`src/rtl/fcd_pkg.sv`:
```
`timescale 1ns / 1ps

package fcd_pkg;

  // stick fraction bits (Q1.14 sticks and outputs)
  localparam int STICK_FRAC_BITS = 14;

  localparam int FIELD_W   = 16;
  localparam int TRIG_W    = 17;               // Q1.15 signed, +1.0 included
  localparam int TERM_W    = TRIG_W + 2;       // sum of two trig terms, negated
  localparam int ACC_W     = 34;               // holds +/-2^31 with margin
  localparam int MUL_STEPS = FIELD_W;          // one multiplier bit per cycle
  localparam int MUL_CNT_W = $clog2(MUL_STEPS + 1);

  localparam int DIVISOR   = 100;
  localparam int REM_W     = $clog2(DIVISOR);
  localparam int HUND_W    = 9;                // forward in hundredths, |x| <= 400
  localparam int DIV_W     = HUND_W + STICK_FRAC_BITS;
  localparam int DIV_CNT_W = $clog2(DIV_W + 1);

  localparam int TRIG_FRAC = 15;               // Q1.15 trig and slow scale
  localparam int FWD_SHIFT = STICK_FRAC_BITS + TRIG_FRAC;
  localparam int PROD_W    = ACC_W + 7;        // |P| * 100

  localparam int DEG_W        = 9;
  localparam int ANGLE_W      = DEG_W + 1;
  localparam int DEG_QUARTER  = 90;
  localparam int DEG_HALF     = 180;
  localparam int DEG_3QUARTER = 270;
  localparam int DEG_FULL     = 360;
  localparam int HDG_MAX      = 35999;

  localparam int POS_MAX = 2 ** (FIELD_W - 1) - 1;
  localparam int NEG_MAG = 2 ** (FIELD_W - 1);

  localparam logic [FIELD_W-1:0] SLOW_SCALE_RST = 16'd16384;

  // request kind carried in req_type
  typedef enum logic {
    REQ_DRIVE   = 1'b0,
    REQ_CAPTURE = 1'b1
  } req_kind_t;

  typedef enum logic [3:0] {
    ST_IDLE,
    ST_DIV_HDG,
    ST_ANGLE,
    ST_LUT,
    ST_ROT,
    ST_FWD,
    ST_HUND,
    ST_DIV_FWD,
    ST_FWD_FIN,
    ST_SLOW,
    ST_SLOW_FIN,
    ST_DONE
  } fcd_state_t;

  typedef enum logic {
    MAC_ROT,
    MAC_SCALE
  } mac_mode_t;

  typedef struct packed {
    logic      start;
    mac_mode_t mode;
  } mac_ctl_t;

  // sin(k deg), k = 0..90, Q1.15 rounded
  localparam logic [FIELD_W-1:0] SINE_Q15 [0:DEG_QUARTER] = '{
    16'd0,     16'd572,   16'd1144,  16'd1715,  16'd2286,  16'd2856,  16'd3425,
    16'd3993,  16'd4560,  16'd5126,  16'd5690,  16'd6252,  16'd6813,  16'd7371,
    16'd7927,  16'd8481,  16'd9032,  16'd9580,  16'd10126, 16'd10668, 16'd11207,
    16'd11743, 16'd12275, 16'd12803, 16'd13328, 16'd13848, 16'd14365, 16'd14876,
    16'd15384, 16'd15886, 16'd16384, 16'd16877, 16'd17364, 16'd17847, 16'd18324,
    16'd18795, 16'd19261, 16'd19720, 16'd20174, 16'd20622, 16'd21063, 16'd21498,
    16'd21926, 16'd22348, 16'd22763, 16'd23170, 16'd23571, 16'd23965, 16'd24351,
    16'd24730, 16'd25102, 16'd25466, 16'd25822, 16'd26170, 16'd26510, 16'd26842,
    16'd27166, 16'd27482, 16'd27789, 16'd28088, 16'd28378, 16'd28660, 16'd28932,
    16'd29197, 16'd29452, 16'd29698, 16'd29935, 16'd30163, 16'd30382, 16'd30592,
    16'd30792, 16'd30983, 16'd31164, 16'd31336, 16'd31499, 16'd31651, 16'd31795,
    16'd31928, 16'd32052, 16'd32166, 16'd32270, 16'd32365, 16'd32449, 16'd32524,
    16'd32588, 16'd32643, 16'd32688, 16'd32723, 16'd32748, 16'd32763, 16'd32768
  };

  // sine of d degrees, d in 0..359, quarter-wave folded
  function automatic logic signed [TRIG_W-1:0] sin_q15(input logic [DEG_W-1:0] d);
    logic [DEG_W-1:0]        idx;
    logic                    neg;
    logic signed [TRIG_W-1:0] mag;
    if (d <= DEG_W'(DEG_QUARTER)) begin
      idx = d;
      neg = 1'b0;
    end else if (d <= DEG_W'(DEG_HALF)) begin
      idx = DEG_W'(DEG_HALF) - d;
      neg = 1'b0;
    end else if (d <= DEG_W'(DEG_3QUARTER)) begin
      idx = d - DEG_W'(DEG_HALF);
      neg = 1'b1;
    end else begin
      idx = DEG_W'(DEG_FULL) - d;
      neg = 1'b1;
    end
    mag = signed'({1'b0, SINE_Q15[idx[6:0]]});
    return neg ? -mag : mag;
  endfunction

  // saturate sign + magnitude to a 16-bit signed value
  function automatic logic signed [FIELD_W-1:0] sat_mag(input logic neg,
                                                        input logic [ACC_W-1:0] m);
    logic [FIELD_W-1:0] low;
    low = m[FIELD_W-1:0];
    if (!neg) begin
      return (m > ACC_W'(POS_MAX)) ? FIELD_W'(POS_MAX) : signed'(low);
    end else begin
      return (m > ACC_W'(NEG_MAG)) ? signed'(FIELD_W'(NEG_MAG)) : signed'(~low + 1'b1);
    end
  endfunction

  // divide by 2^15 truncating toward zero, then saturate
  function automatic logic signed [FIELD_W-1:0] shr0_sat(input logic signed [ACC_W-1:0] v);
    logic [ACC_W-1:0] mag;
    logic             neg;
    neg = v[ACC_W-1];
    mag = neg ? (~v + 1'b1) : v;
    return sat_mag(neg, ACC_W'(mag[ACC_W-1:TRIG_FRAC]));
  endfunction

endpackage

```
`src/rtl/fcd_in_if.sv`:
```
`timescale 1ns / 1ps

interface fcd_in_if import fcd_pkg::*; ();
  logic                      valid;
  logic                      ready;
  logic                      req_type;
  logic [FIELD_W-1:0]        heading_cdeg;
  logic signed [FIELD_W-1:0] stick_forward;
  logic signed [FIELD_W-1:0] stick_strafe;
  logic signed [FIELD_W-1:0] stick_turn;
  logic                      field_centric;
  logic                      field_centric_hold;
  logic                      slow_mode;

  modport source (
    output valid, req_type, heading_cdeg, stick_forward, stick_strafe, stick_turn,
           field_centric, field_centric_hold, slow_mode,
    input  ready
  );

  modport sink (
    input  valid, req_type, heading_cdeg, stick_forward, stick_strafe, stick_turn,
           field_centric, field_centric_hold, slow_mode,
    output ready
  );
endinterface

```
`src/rtl/fcd_out_if.sv`:
```
`timescale 1ns / 1ps

interface fcd_out_if import fcd_pkg::*; ();
  logic                      valid;
  logic                      ready;
  logic signed [FIELD_W-1:0] out_forward;
  logic signed [FIELD_W-1:0] out_strafe;
  logic signed [FIELD_W-1:0] out_turn;

  modport source (
    output valid, out_forward, out_strafe, out_turn,
    input  ready
  );

  modport sink (
    input  valid, out_forward, out_strafe, out_turn,
    output ready
  );
endinterface

```
`src/rtl/fcd_div100.sv`:
```
`timescale 1ns / 1ps

// Restoring divider by 100, one quotient bit per cycle, MSB first.
module fcd_div100 import fcd_pkg::*; (
  input  logic             clk,
  input  logic             rst_n,
  input  logic             start,
  input  logic [DIV_W-1:0] dividend,
  output logic             last,
  output logic [DIV_W-1:0] quot,
  output logic [REM_W-1:0] rem
);

  logic [DIV_W-1:0]     dvd_r, dvd_nxt;
  logic [REM_W-1:0]     rem_r, rem_nxt;
  logic [DIV_CNT_W-1:0] cnt_r;
  logic [REM_W:0]       trial;
  logic                 ge;

  always_comb begin
    trial   = {rem_r, dvd_r[DIV_W-1]};
    ge      = trial >= (REM_W + 1)'(DIVISOR);
    rem_nxt = ge ? REM_W'(trial - (REM_W + 1)'(DIVISOR)) : trial[REM_W-1:0];
    dvd_nxt = {dvd_r[DIV_W-2:0], ge};
  end

  always_ff @(posedge clk) begin
    if (!rst_n) begin
      cnt_r <= '0;
    end else if (start) begin
      cnt_r <= DIV_CNT_W'(DIV_W);
    end else if (cnt_r != '0) begin
      cnt_r <= cnt_r - 1'b1;
    end
  end

  always_ff @(posedge clk) begin
    if (start) begin
      dvd_r <= dividend;
      rem_r <= '0;
    end else if (cnt_r != '0) begin
      dvd_r <= dvd_nxt;
      rem_r <= rem_nxt;
    end
  end

  assign last = (cnt_r == DIV_CNT_W'(1));
  assign quot = dvd_r;
  assign rem  = rem_r;

endmodule

```
`src/rtl/fcd_serial_mac.sv`:
```
`timescale 1ns / 1ps

// Three-lane bit-serial multiply-accumulate, multiplier MSB first.
// MAC_ROT:   lane0 = a*cos + b*sin, lane1 = b*cos - a*sin (a, b signed)
// MAC_SCALE: lane k = val_k * a (a unsigned)
module fcd_serial_mac import fcd_pkg::*; (
  input  logic                      clk,
  input  logic                      rst_n,
  input  mac_ctl_t                  ctl,
  input  logic [FIELD_W-1:0]        mplr_a,
  input  logic [FIELD_W-1:0]        mplr_b,
  input  logic signed [TRIG_W-1:0]  cos_v,
  input  logic signed [TRIG_W-1:0]  sin_v,
  input  logic signed [FIELD_W-1:0] val0,
  input  logic signed [FIELD_W-1:0] val1,
  input  logic signed [FIELD_W-1:0] val2,
  output logic                      last,
  output logic signed [ACC_W-1:0]   acc0,
  output logic signed [ACC_W-1:0]   acc1,
  output logic signed [ACC_W-1:0]   acc2
);

  logic [FIELD_W-1:0]       a_r, b_r;
  mac_mode_t                mode_r;
  logic [MUL_CNT_W-1:0]     cnt_r;
  logic signed [ACC_W-1:0]  acc_r   [3];
  logic signed [ACC_W-1:0]  acc_nxt [3];
  logic signed [TERM_W-1:0] term    [3];
  logic signed [TERM_W-1:0] ca, na, cb, nb;
  logic                     bit_a, bit_b, msb_step;

  always_comb begin
    bit_a    = a_r[FIELD_W-1];
    bit_b    = b_r[FIELD_W-1];
    msb_step = (cnt_r == MUL_CNT_W'(MUL_STEPS));
    ca = bit_a ? TERM_W'(cos_v) : '0;
    na = bit_a ? TERM_W'(sin_v) : '0;
    cb = bit_b ? TERM_W'(cos_v) : '0;
    nb = bit_b ? TERM_W'(sin_v) : '0;
    if (mode_r == MAC_ROT) begin
      term[0] = ca + nb;
      term[1] = cb - na;
      term[2] = '0;
      // sign bit of a two's complement multiplier weighs negative
      if (msb_step) begin
        term[0] = -term[0];
        term[1] = -term[1];
      end
    end else begin
      term[0] = bit_a ? TERM_W'(val0) : '0;
      term[1] = bit_a ? TERM_W'(val1) : '0;
      term[2] = bit_a ? TERM_W'(val2) : '0;
    end
    for (int k = 0; k < 3; k++) begin
      acc_nxt[k] = (acc_r[k] <<< 1) + ACC_W'(term[k]);
    end
  end

  always_ff @(posedge clk) begin
    if (!rst_n) begin
      cnt_r <= '0;
    end else if (ctl.start) begin
      cnt_r <= MUL_CNT_W'(MUL_STEPS);
    end else if (cnt_r != '0) begin
      cnt_r <= cnt_r - 1'b1;
    end
  end

  always_ff @(posedge clk) begin
    if (ctl.start) begin
      a_r    <= mplr_a;
      b_r    <= mplr_b;
      mode_r <= ctl.mode;
      for (int k = 0; k < 3; k++) acc_r[k] <= '0;
    end else if (cnt_r != '0) begin
      a_r <= {a_r[FIELD_W-2:0], 1'b0};
      b_r <= {b_r[FIELD_W-2:0], 1'b0};
      for (int k = 0; k < 3; k++) acc_r[k] <= acc_nxt[k];
    end
  end

  assign last = (cnt_r == MUL_CNT_W'(1));
  assign acc0 = acc_r[0];
  assign acc1 = acc_r[1];
  assign acc2 = acc_r[2];

endmodule

```
`src/rtl/field_centric_drive_rotator.sv`:
```
`timescale 1ns / 1ps

// Field-centric drive transform. A capture beat (req_type 1) stores the
// whole-degree heading as the zero offset and returns nothing. A drive beat
// returns one result: in field-centric mode (field_centric_hold low) the
// forward/strafe sticks are rotated by minus the relative heading (forward
// quantized to hundredths), otherwise they pass through; slow mode then
// scales all three by slow_scale. One item is in work at a time; the result
// register lets the next item be taken while a result still waits. Work is
// bit serial: a divide-by-100 unit and a three-lane serial multiplier set the
// rate. A drive can also wait for the output side.
module field_centric_drive_rotator import fcd_pkg::*; (
  input  logic               clk,
  input  logic               rst_n,
  fcd_in_if.sink             in_ch,
  fcd_out_if.source          out_ch,
  input  logic               cfg_we,
  input  logic [FIELD_W-1:0] cfg_data
);

  fcd_state_t state_r, state_nxt;

  // control strobes
  logic     in_ready, in_acc, fc_in;
  logic     div_start, out_load;
  mac_ctl_t mac_ctl;

  // config and persistent state
  logic [FIELD_W-1:0] slow_scale_r;
  logic [DEG_W-1:0]   offset_r;

  // item and working registers
  logic                      req_r, slow_r;
  logic signed [FIELD_W-1:0] res0_r, res1_r, res2_r;
  logic [DEG_W-1:0]          deg_r;
  logic signed [TRIG_W-1:0]  cos_r, sin_r;
  logic                      p_neg_r;
  logic [ACC_W-1:0]          p_mag_r;

  // output register
  logic                      out_valid_r;
  logic signed [FIELD_W-1:0] out_fwd_r, out_str_r, out_trn_r;

  // unit wires
  logic                    div_last, mac_last;
  logic [DIV_W-1:0]        div_dvd, div_quot;
  logic [REM_W-1:0]        div_rem;
  logic signed [ACC_W-1:0] acc0, acc1, acc2;

  // datapath helpers
  logic [FIELD_W-1:0] cd_sat;
  logic [ANGLE_W-1:0] rel;
  logic [DEG_W-1:0]   hdg_deg, deg_nxt, cos_idx;
  logic               wrap_up;
  logic [PROD_W-1:0]  prod;
  logic [HUND_W-1:0]  hund;
  logic [ACC_W-1:0]   p_mag;
  logic [FIELD_W-1:0] mplr_a;

  assign in_acc = in_ch.valid && in_ready;
  assign fc_in  = in_ch.field_centric && !in_ch.field_centric_hold;

  // ---------------- next state ----------------
  always_comb begin
    state_nxt = state_r;
    case (state_r)
      ST_IDLE: begin
        if (in_acc) begin
          if (in_ch.req_type == REQ_CAPTURE || fc_in) state_nxt = ST_DIV_HDG;
          else if (in_ch.slow_mode)                   state_nxt = ST_SLOW;
          else                                        state_nxt = ST_DONE;
        end
      end
      ST_DIV_HDG:  if (div_last) state_nxt = ST_ANGLE;
      ST_ANGLE:    state_nxt = (req_r == REQ_CAPTURE) ? ST_IDLE : ST_LUT;
      ST_LUT:      state_nxt = ST_ROT;
      ST_ROT:      if (mac_last) state_nxt = ST_FWD;
      ST_FWD:      state_nxt = ST_HUND;
      ST_HUND:     state_nxt = ST_DIV_FWD;
      ST_DIV_FWD:  if (div_last) state_nxt = ST_FWD_FIN;
      ST_FWD_FIN:  state_nxt = slow_r ? ST_SLOW : ST_DONE;
      ST_SLOW:     if (mac_last) state_nxt = ST_SLOW_FIN;
      ST_SLOW_FIN: state_nxt = ST_DONE;
      ST_DONE:     if (out_load) state_nxt = ST_IDLE;
      default:     state_nxt = ST_IDLE;
    endcase
  end

  // ---------------- control outputs ----------------
  always_comb begin
    in_ready     = 1'b0;
    div_start    = 1'b0;
    mac_ctl      = '{start: 1'b0, mode: MAC_ROT};
    out_load     = 1'b0;
    case (state_r)
      ST_IDLE: begin
        in_ready = 1'b1;
        if (in_ch.valid) begin
          if (in_ch.req_type == REQ_CAPTURE || fc_in) begin
            div_start = 1'b1;
          end else if (in_ch.slow_mode) begin
            mac_ctl = '{start: 1'b1, mode: MAC_SCALE};
          end
        end
      end
      ST_LUT:     mac_ctl   = '{start: 1'b1, mode: MAC_ROT};
      ST_HUND:    div_start = 1'b1;
      ST_FWD_FIN: if (slow_r) mac_ctl = '{start: 1'b1, mode: MAC_SCALE};
      ST_DONE:    out_load  = !out_valid_r || out_ch.ready;
      default:    ;
    endcase
  end

  // ---------------- datapath combinational ----------------
  always_comb begin
    cd_sat  = (in_ch.heading_cdeg > FIELD_W'(HDG_MAX)) ? FIELD_W'(HDG_MAX)
                                                      : in_ch.heading_cdeg;
    // relative angle: a partial degree below the offset rounds toward zero
    hdg_deg = div_quot[DEG_W-1:0];
    wrap_up = (hdg_deg < offset_r) && (div_rem != '0);
    rel     = {1'b0, hdg_deg} - {1'b0, offset_r} + ANGLE_W'(wrap_up);
    deg_nxt = rel[ANGLE_W-1] ? DEG_W'(rel + ANGLE_W'(DEG_FULL)) : rel[DEG_W-1:0];
    cos_idx = (deg_r >= DEG_W'(DEG_3QUARTER)) ? deg_r - DEG_W'(DEG_3QUARTER)
                                              : deg_r + DEG_W'(DEG_QUARTER);
    // |P| * 100 as 64 + 32 + 4
    prod = (PROD_W'(p_mag_r) << 6) + (PROD_W'(p_mag_r) << 5) + (PROD_W'(p_mag_r) << 2);
    hund = HUND_W'(prod >> FWD_SHIFT);
    div_dvd = (state_r == ST_IDLE) ? DIV_W'(cd_sat)
                                   : {hund, {STICK_FRAC_BITS{1'b0}}};
    p_mag  = acc0[ACC_W-1] ? (~acc0 + 1'b1) : acc0;
    mplr_a = (state_r == ST_LUT) ? res0_r : slow_scale_r;
  end

  // ---------------- control registers ----------------
  always_ff @(posedge clk) begin
    if (!rst_n) begin
      state_r      <= ST_IDLE;
      out_valid_r  <= 1'b0;
      offset_r     <= '0;
      slow_scale_r <= SLOW_SCALE_RST;
    end else begin
      state_r <= state_nxt;
      if (out_load)          out_valid_r <= 1'b1;
      else if (out_ch.ready) out_valid_r <= 1'b0;
      if (state_r == ST_ANGLE && req_r == REQ_CAPTURE) offset_r <= hdg_deg;
      if (cfg_we) slow_scale_r <= cfg_data;
    end
  end

  // ---------------- payload registers ----------------
  always_ff @(posedge clk) begin
    if (in_acc) begin
      req_r  <= in_ch.req_type;
      slow_r <= in_ch.slow_mode;
      res0_r <= in_ch.stick_forward;
      res1_r <= in_ch.stick_strafe;
      res2_r <= in_ch.stick_turn;
    end
    case (state_r)
      ST_ANGLE: deg_r <= deg_nxt;
      ST_LUT: begin
        cos_r <= sin_q15(cos_idx);
        sin_r <= sin_q15(deg_r);
      end
      ST_FWD: begin
        p_neg_r <= acc0[ACC_W-1];
        p_mag_r <= p_mag;
        res1_r  <= shr0_sat(acc1);
      end
      ST_FWD_FIN: res0_r <= sat_mag(p_neg_r, ACC_W'(div_quot));
      ST_SLOW_FIN: begin
        res0_r <= shr0_sat(acc0);
        res1_r <= shr0_sat(acc1);
        res2_r <= shr0_sat(acc2);
      end
      default: ;
    endcase
    if (out_load) begin
      out_fwd_r <= res0_r;
      out_str_r <= res1_r;
      out_trn_r <= res2_r;
    end
  end

  // ---------------- units ----------------
  fcd_div100 u_div (
    .clk      (clk),
    .rst_n    (rst_n),
    .start    (div_start),
    .dividend (div_dvd),
    .last     (div_last),
    .quot     (div_quot),
    .rem      (div_rem)
  );

  fcd_serial_mac u_mac (
    .clk    (clk),
    .rst_n  (rst_n),
    .ctl    (mac_ctl),
    .mplr_a (mplr_a),
    .mplr_b (res1_r),
    .cos_v  (cos_r),
    .sin_v  (sin_r),
    .val0   (res0_r),
    .val1   (res1_r),
    .val2   (res2_r),
    .last   (mac_last),
    .acc0   (acc0),
    .acc1   (acc1),
    .acc2   (acc2)
  );

  assign in_ch.ready        = in_ready;
  assign out_ch.valid       = out_valid_r;
  assign out_ch.out_forward = out_fwd_r;
  assign out_ch.out_strafe  = out_str_r;
  assign out_ch.out_turn    = out_trn_r;

endmodule

```
`src/flat_wrapper.sv`:
```
// flat-port wrapper written by rule: the top's interface ports become plain ports
module field_centric_drive_rotator_flat import fcd_pkg::*;
  (clk, rst_n, cfg_we, cfg_data, in_ch_valid, in_ch_req_type, in_ch_heading_cdeg, in_ch_stick_forward, in_ch_stick_strafe, in_ch_stick_turn, in_ch_field_centric, in_ch_field_centric_hold, in_ch_slow_mode, in_ch_ready, out_ch_valid, out_ch_out_forward, out_ch_out_strafe, out_ch_out_turn, out_ch_ready);
  fcd_in_if in_ch_i ();
  fcd_out_if out_ch_i ();
  input  logic clk;
  input  logic rst_n;
  input  logic cfg_we;
  input  logic [FIELD_W-1:0] cfg_data;
  input wire logic [$bits(in_ch_i.valid)-1:0] in_ch_valid;
  input wire logic [$bits(in_ch_i.req_type)-1:0] in_ch_req_type;
  input wire logic [$bits(in_ch_i.heading_cdeg)-1:0] in_ch_heading_cdeg;
  input wire logic [$bits(in_ch_i.stick_forward)-1:0] in_ch_stick_forward;
  input wire logic [$bits(in_ch_i.stick_strafe)-1:0] in_ch_stick_strafe;
  input wire logic [$bits(in_ch_i.stick_turn)-1:0] in_ch_stick_turn;
  input wire logic [$bits(in_ch_i.field_centric)-1:0] in_ch_field_centric;
  input wire logic [$bits(in_ch_i.field_centric_hold)-1:0] in_ch_field_centric_hold;
  input wire logic [$bits(in_ch_i.slow_mode)-1:0] in_ch_slow_mode;
  output wire logic [$bits(in_ch_i.ready)-1:0] in_ch_ready;
  output wire logic [$bits(out_ch_i.valid)-1:0] out_ch_valid;
  output wire logic [$bits(out_ch_i.out_forward)-1:0] out_ch_out_forward;
  output wire logic [$bits(out_ch_i.out_strafe)-1:0] out_ch_out_strafe;
  output wire logic [$bits(out_ch_i.out_turn)-1:0] out_ch_out_turn;
  input wire logic [$bits(out_ch_i.ready)-1:0] out_ch_ready;
  assign in_ch_i.valid = in_ch_valid;
  assign in_ch_i.req_type = in_ch_req_type;
  assign in_ch_i.heading_cdeg = in_ch_heading_cdeg;
  assign in_ch_i.stick_forward = in_ch_stick_forward;
  assign in_ch_i.stick_strafe = in_ch_stick_strafe;
  assign in_ch_i.stick_turn = in_ch_stick_turn;
  assign in_ch_i.field_centric = in_ch_field_centric;
  assign in_ch_i.field_centric_hold = in_ch_field_centric_hold;
  assign in_ch_i.slow_mode = in_ch_slow_mode;
  assign in_ch_ready = in_ch_i.ready;
  assign out_ch_valid = out_ch_i.valid;
  assign out_ch_out_forward = out_ch_i.out_forward;
  assign out_ch_out_strafe = out_ch_i.out_strafe;
  assign out_ch_out_turn = out_ch_i.out_turn;
  assign out_ch_i.ready = out_ch_ready;
  field_centric_drive_rotator u_core (.clk(clk), .rst_n(rst_n), .in_ch(in_ch_i), .out_ch(out_ch_i), .cfg_we(cfg_we), .cfg_data(cfg_data));
endmodule
```
`config.mk`:
```
export PLATFORM = sky130hd
export DESIGN_NAME = field_centric_drive_rotator_flat
export DESIGN_NICKNAME = d
export VERILOG_FILES = /design/src/rtl/fcd_pkg.sv /design/src/rtl/fcd_in_if.sv /design/src/rtl/fcd_out_if.sv /design/src/rtl/fcd_div100.sv /design/src/rtl/fcd_serial_mac.sv /design/src/rtl/field_centric_drive_rotator.sv /design/src/flat_wrapper.sv
export SDC_FILE = /design/constraint.sdc
export NUM_CORES = 2
export LEC_CHECK = 0
export ABC_AREA = 1
export BUFFER_PORTS_ARGS = -buffer_cell sky130_fd_sc_hd__buf_2
export CAP_MARGIN = 30
export CORE_UTILIZATION = 31
export CTS_CLUSTER_SIZE = 40
export DETAILED_ROUTE_END_ITERATION = 10
export HOLD_SLACK_MARGIN = 0.03
export PLACE_DENSITY = 0.56
export SYNTH_ARGS = -nofsm -noshare
export SYNTH_HDL_FRONTEND = slang
export SYNTH_SLANG_ARGS = --single-unit
```
`constraint.sdc`:
```
create_clock -name clk -period 5.5 [get_ports clk]
set_clock_uncertainty 0.15 [all_clocks]
set_input_delay 0.275 -clock clk [delete_from_list [all_inputs] [get_ports clk]]
set_output_delay 0.275 -clock clk [all_outputs]
set_load 0.01 [all_outputs]
```
==> flow_metrics.py <==
metrics = {
    "global_route": {
        "grt_pass1_wl_um": 167000,
        "grt_pass1_vias": 31300,
        "gr-total-overflow": 0,
        "grt_antenna_before_repair": 1,
        "grt_max_degree": 59,
        "grt_usage_pct": 18.3,
    },
    "critical_path": {
        "slowest_delay_ns": 0.52,
        "critPathArrivalTime_ns": 5.62,
        "path_max_fanout": 6,
        "cp-end-kind": "flip-flop",
        "crit_type": "reg2reg",
        "cp.required_ns": 5.82,
        "cpMaxStageDelayCell": "edfxtp_1",
        "cp-start-kind": "flip-flop",
        "critPathMostFrequentCell": "inv_1",
    },
    "clock_tree": {
        "cts_tree": "yes",
        "cts_buffer_depth": 3,
        "cts_max_level": 2,
        "cts_buffers": 45,
        "path_clk_slew_ns": 0.06,
        "cts-root-buf": "clkbuf_16",
        "clock_latency_ns": 0.62,
        "clock-sinks": 381,
    },
    "yosys": {
        "yosys_warnings": 0,
        "syn-num-nets": 5148,
        "seq_area_frac_synth_pct": 32.1,
        "synth_area_mm2": 0.0342,
        "synth_cell_type_count": 63,
        "yosysTopAreaCellShare_pct": 29.3,
        "syn_area_per_cell_um2": 7.15,
        "synth_edf_count": 334,
        "netlist_top_cells_area": "edfxtp_1 (29%), nand2_1 (13%), ha_1 (8.7%)",
        "synth-async-reset-ratio_pct": 0,
        "synth-main-ff-cell": "edfxtp_1",
        "ys_seq_elements": 381,
        "synth_area_leader_cell": "edfxtp_1",
        "syn_inst": 4780,
    },
    "routing": {
        "finalWirelength_um": 106000,
        "postRouteAntennaNets": 0,
        "dr.pass1.iters": 8,
        "avgRoutedWirePerCell_um": 15.8,
        "wl_met3_um": 5010,
        "route.met2.wl_um": 48200,
        "wl_met1_um": 49500,
        "drc": 0,
        "top_layer": "met4",
        "via_count": 33200,
        "dr.first_iter.drc_count": 2329,
        "vias_per_cell": 4.97,
    },
    "floorplan": {
        "ios": 139,
        "fp.dieH_um": 334,
        "coreArea_mm2": 0.109,
        "rows": 121,
        "die_area_mm2": 0.112,
        "initial_core_util_pct": 31.3,
        "die_w_um": 334,
    },
    "run_status": {
        "status": "complete, no violations",
    },
    "timing": {
        "fmax_ghz": 0.189,
        "slew_viol_final": 0,
        "setup_violations": 0,
        "worstMarginPinSlew_ns": 0.993,
        "rsz0062_at_grt": "yes",
        "post-route-min-period_ns": 5.30,
        "finalHoldViolCount": 0,
        "fin_crit_sh_pct": 96.3,
        "max-slew-margin-rel_pct": 33.8,
    },
    "placement": {
        "dpl.hpwl_um": 80000,
        "dpl_cell_area_mm2": 0.0378,
        "port_buffers": 138,
        "globalplace.congestion": 0.952,
    },
    "finish": {
        "mostFrequentLayoutCells": "nand2_1 (1,208), inv_1 (543), nor2_1 (402)",
        "multi_input_area_mm2": 0.0211,
        "nets": 5536,
        "seq_area_mm2": 0.0110,
        "area_growth_pct": 20.4,
        "n_antenna_cell": 0,
        "final_common_cell": "nand2_1",
        "n_fill_cell": 11300,
        "stdcell_area_mm2": 0.0412,
        "drive_gt1_share_pct": 13.1,
    },
    "hold_path": {
        "hp-class": "in2reg",
    },
    "job": {
        "drv_cap": 0,
    },
}
==> state kept, by name, summed over array words and instances, names as in the netlist, 17 cells and up <==
name and cells:
u_core.sin_r 17, u_core.p_mag_r 34, u_core.u_mac.acc_r 102, u_core.cos_r 17, u_core.u_div.quot 23
==> through the flow <==
step	setup TNS, ns	hold slack [ns]	cells	setup slack, ns	utilization, %
floorplan	0	0.224	4780	0.00392	-
global route	-1.06	0.0943	6681	-0.195	37.7
finish	0	0.0857	6681	0.202	37.7
detailed placement	-0.584	0.284	6475	-0.143	34.6
CTS	0	0.0618	6661	0.0000391	37.0
global placement	-0.154	0.289	6475	-0.0708	34.6
==> metal layers <==
| metal | track usage [%] | up-vias |
|---|---|---|
| li1 | - | 16900 |
| met1 | 25.3 | 15200 |
| met2 | 30.0 | 876 |
| met3 | 1.69 | 143 |
| met4 | 5.68 | 0 |
| met5 | 0 | - |
==> cells by family after synthesis <==
logic type / synth area share, %
AO/OA/AOI/OAI: 15.2
XOR/XNOR: 4.53
adder cells (fa/ha/maj): 11.1
buffers and inverters: 8.27
flip-flops: 32.1
AND/OR/NAND/NOR: 28.8
==> cells in the mapped netlist (all sizes together) (3+ instances only) <==
library cell and number:
a32o 8, a31oi 43, nor3 72, fa 41, a211oi 5, o21ai 321, nand3b 24, o211ai 20
nand3 389, dfxtp 47, clkbuf 73, o21bai 19, a21o 7, xnor2 28, inv 567, o221ai 11
or2 27, edfxtp 334, ha 238, a21oi 422, o21a 34, clkinv 6, buf 61, o22ai 9
a221oi 3, a311oi 3, xor2 147, nor2 428, nor3b 6, nand2 1249, nand4 85, nor4 19
o31ai 10, a21boi 8, o2111ai 4
==> worst max-delay path: cells and delay by family, from the launching register on <==
kind                       cells  cell delay [ns]
buffers and inverters          8             0.72
AOI/OAI and AO/OA             10             1.30
DFF                            1             0.52
adders and majority gates      3             0.87
and+or+nand+nor               12             1.24
xor gates and xnor gates       2             0.34
==> repair_timing <==
| action | 4_1_cts | 5_1_grt |
|---|---|---|
| hold endpoints to repair | 90 | 0 |
| pin swaps | 1 | 50 |
| buffers inserted | 1 | 17 |
| hold buffers | 101 | 0 |
| endpoints found under the setup margin | 9 | 33 |
| cloned | 0 | 2 |
| gates resized for setup | 10 | 155 |
==> worst paths after layout <==
check / from / end / slack [ns] / cells after the start
worst max-delay path: u_core.u_mac.a_r[15] / u_core.u_mac.acc_r[0][63] / 0.20 / 35
worst min-delay path: rst_n / u_core.slow_scale_r[14] / 0.09 / 2
worst max register to register: u_core.u_mac.a_r[15] / u_core.u_mac.acc_r[0][63] / 0.20 / 35
worst min register to register: u_core.res2_r[1] / u_core.out_ch.out_turn[1] / 0.30 / 0
==> area by class of cell <==
cell class              count  share of cell area [%]
clock inverters            30                   0.821
clock buffers              54                    2.95
flip-flops and latches    381                    26.7
repair buffers            474                    8.66
inverters                 573                    5.24
well taps                1476                    4.49
multi-input cells        3693                    51.2
Power is left out: the tool's default activity adds up to more than one toggle a clock period on the data nets, which glitch-free logic cannot reach.
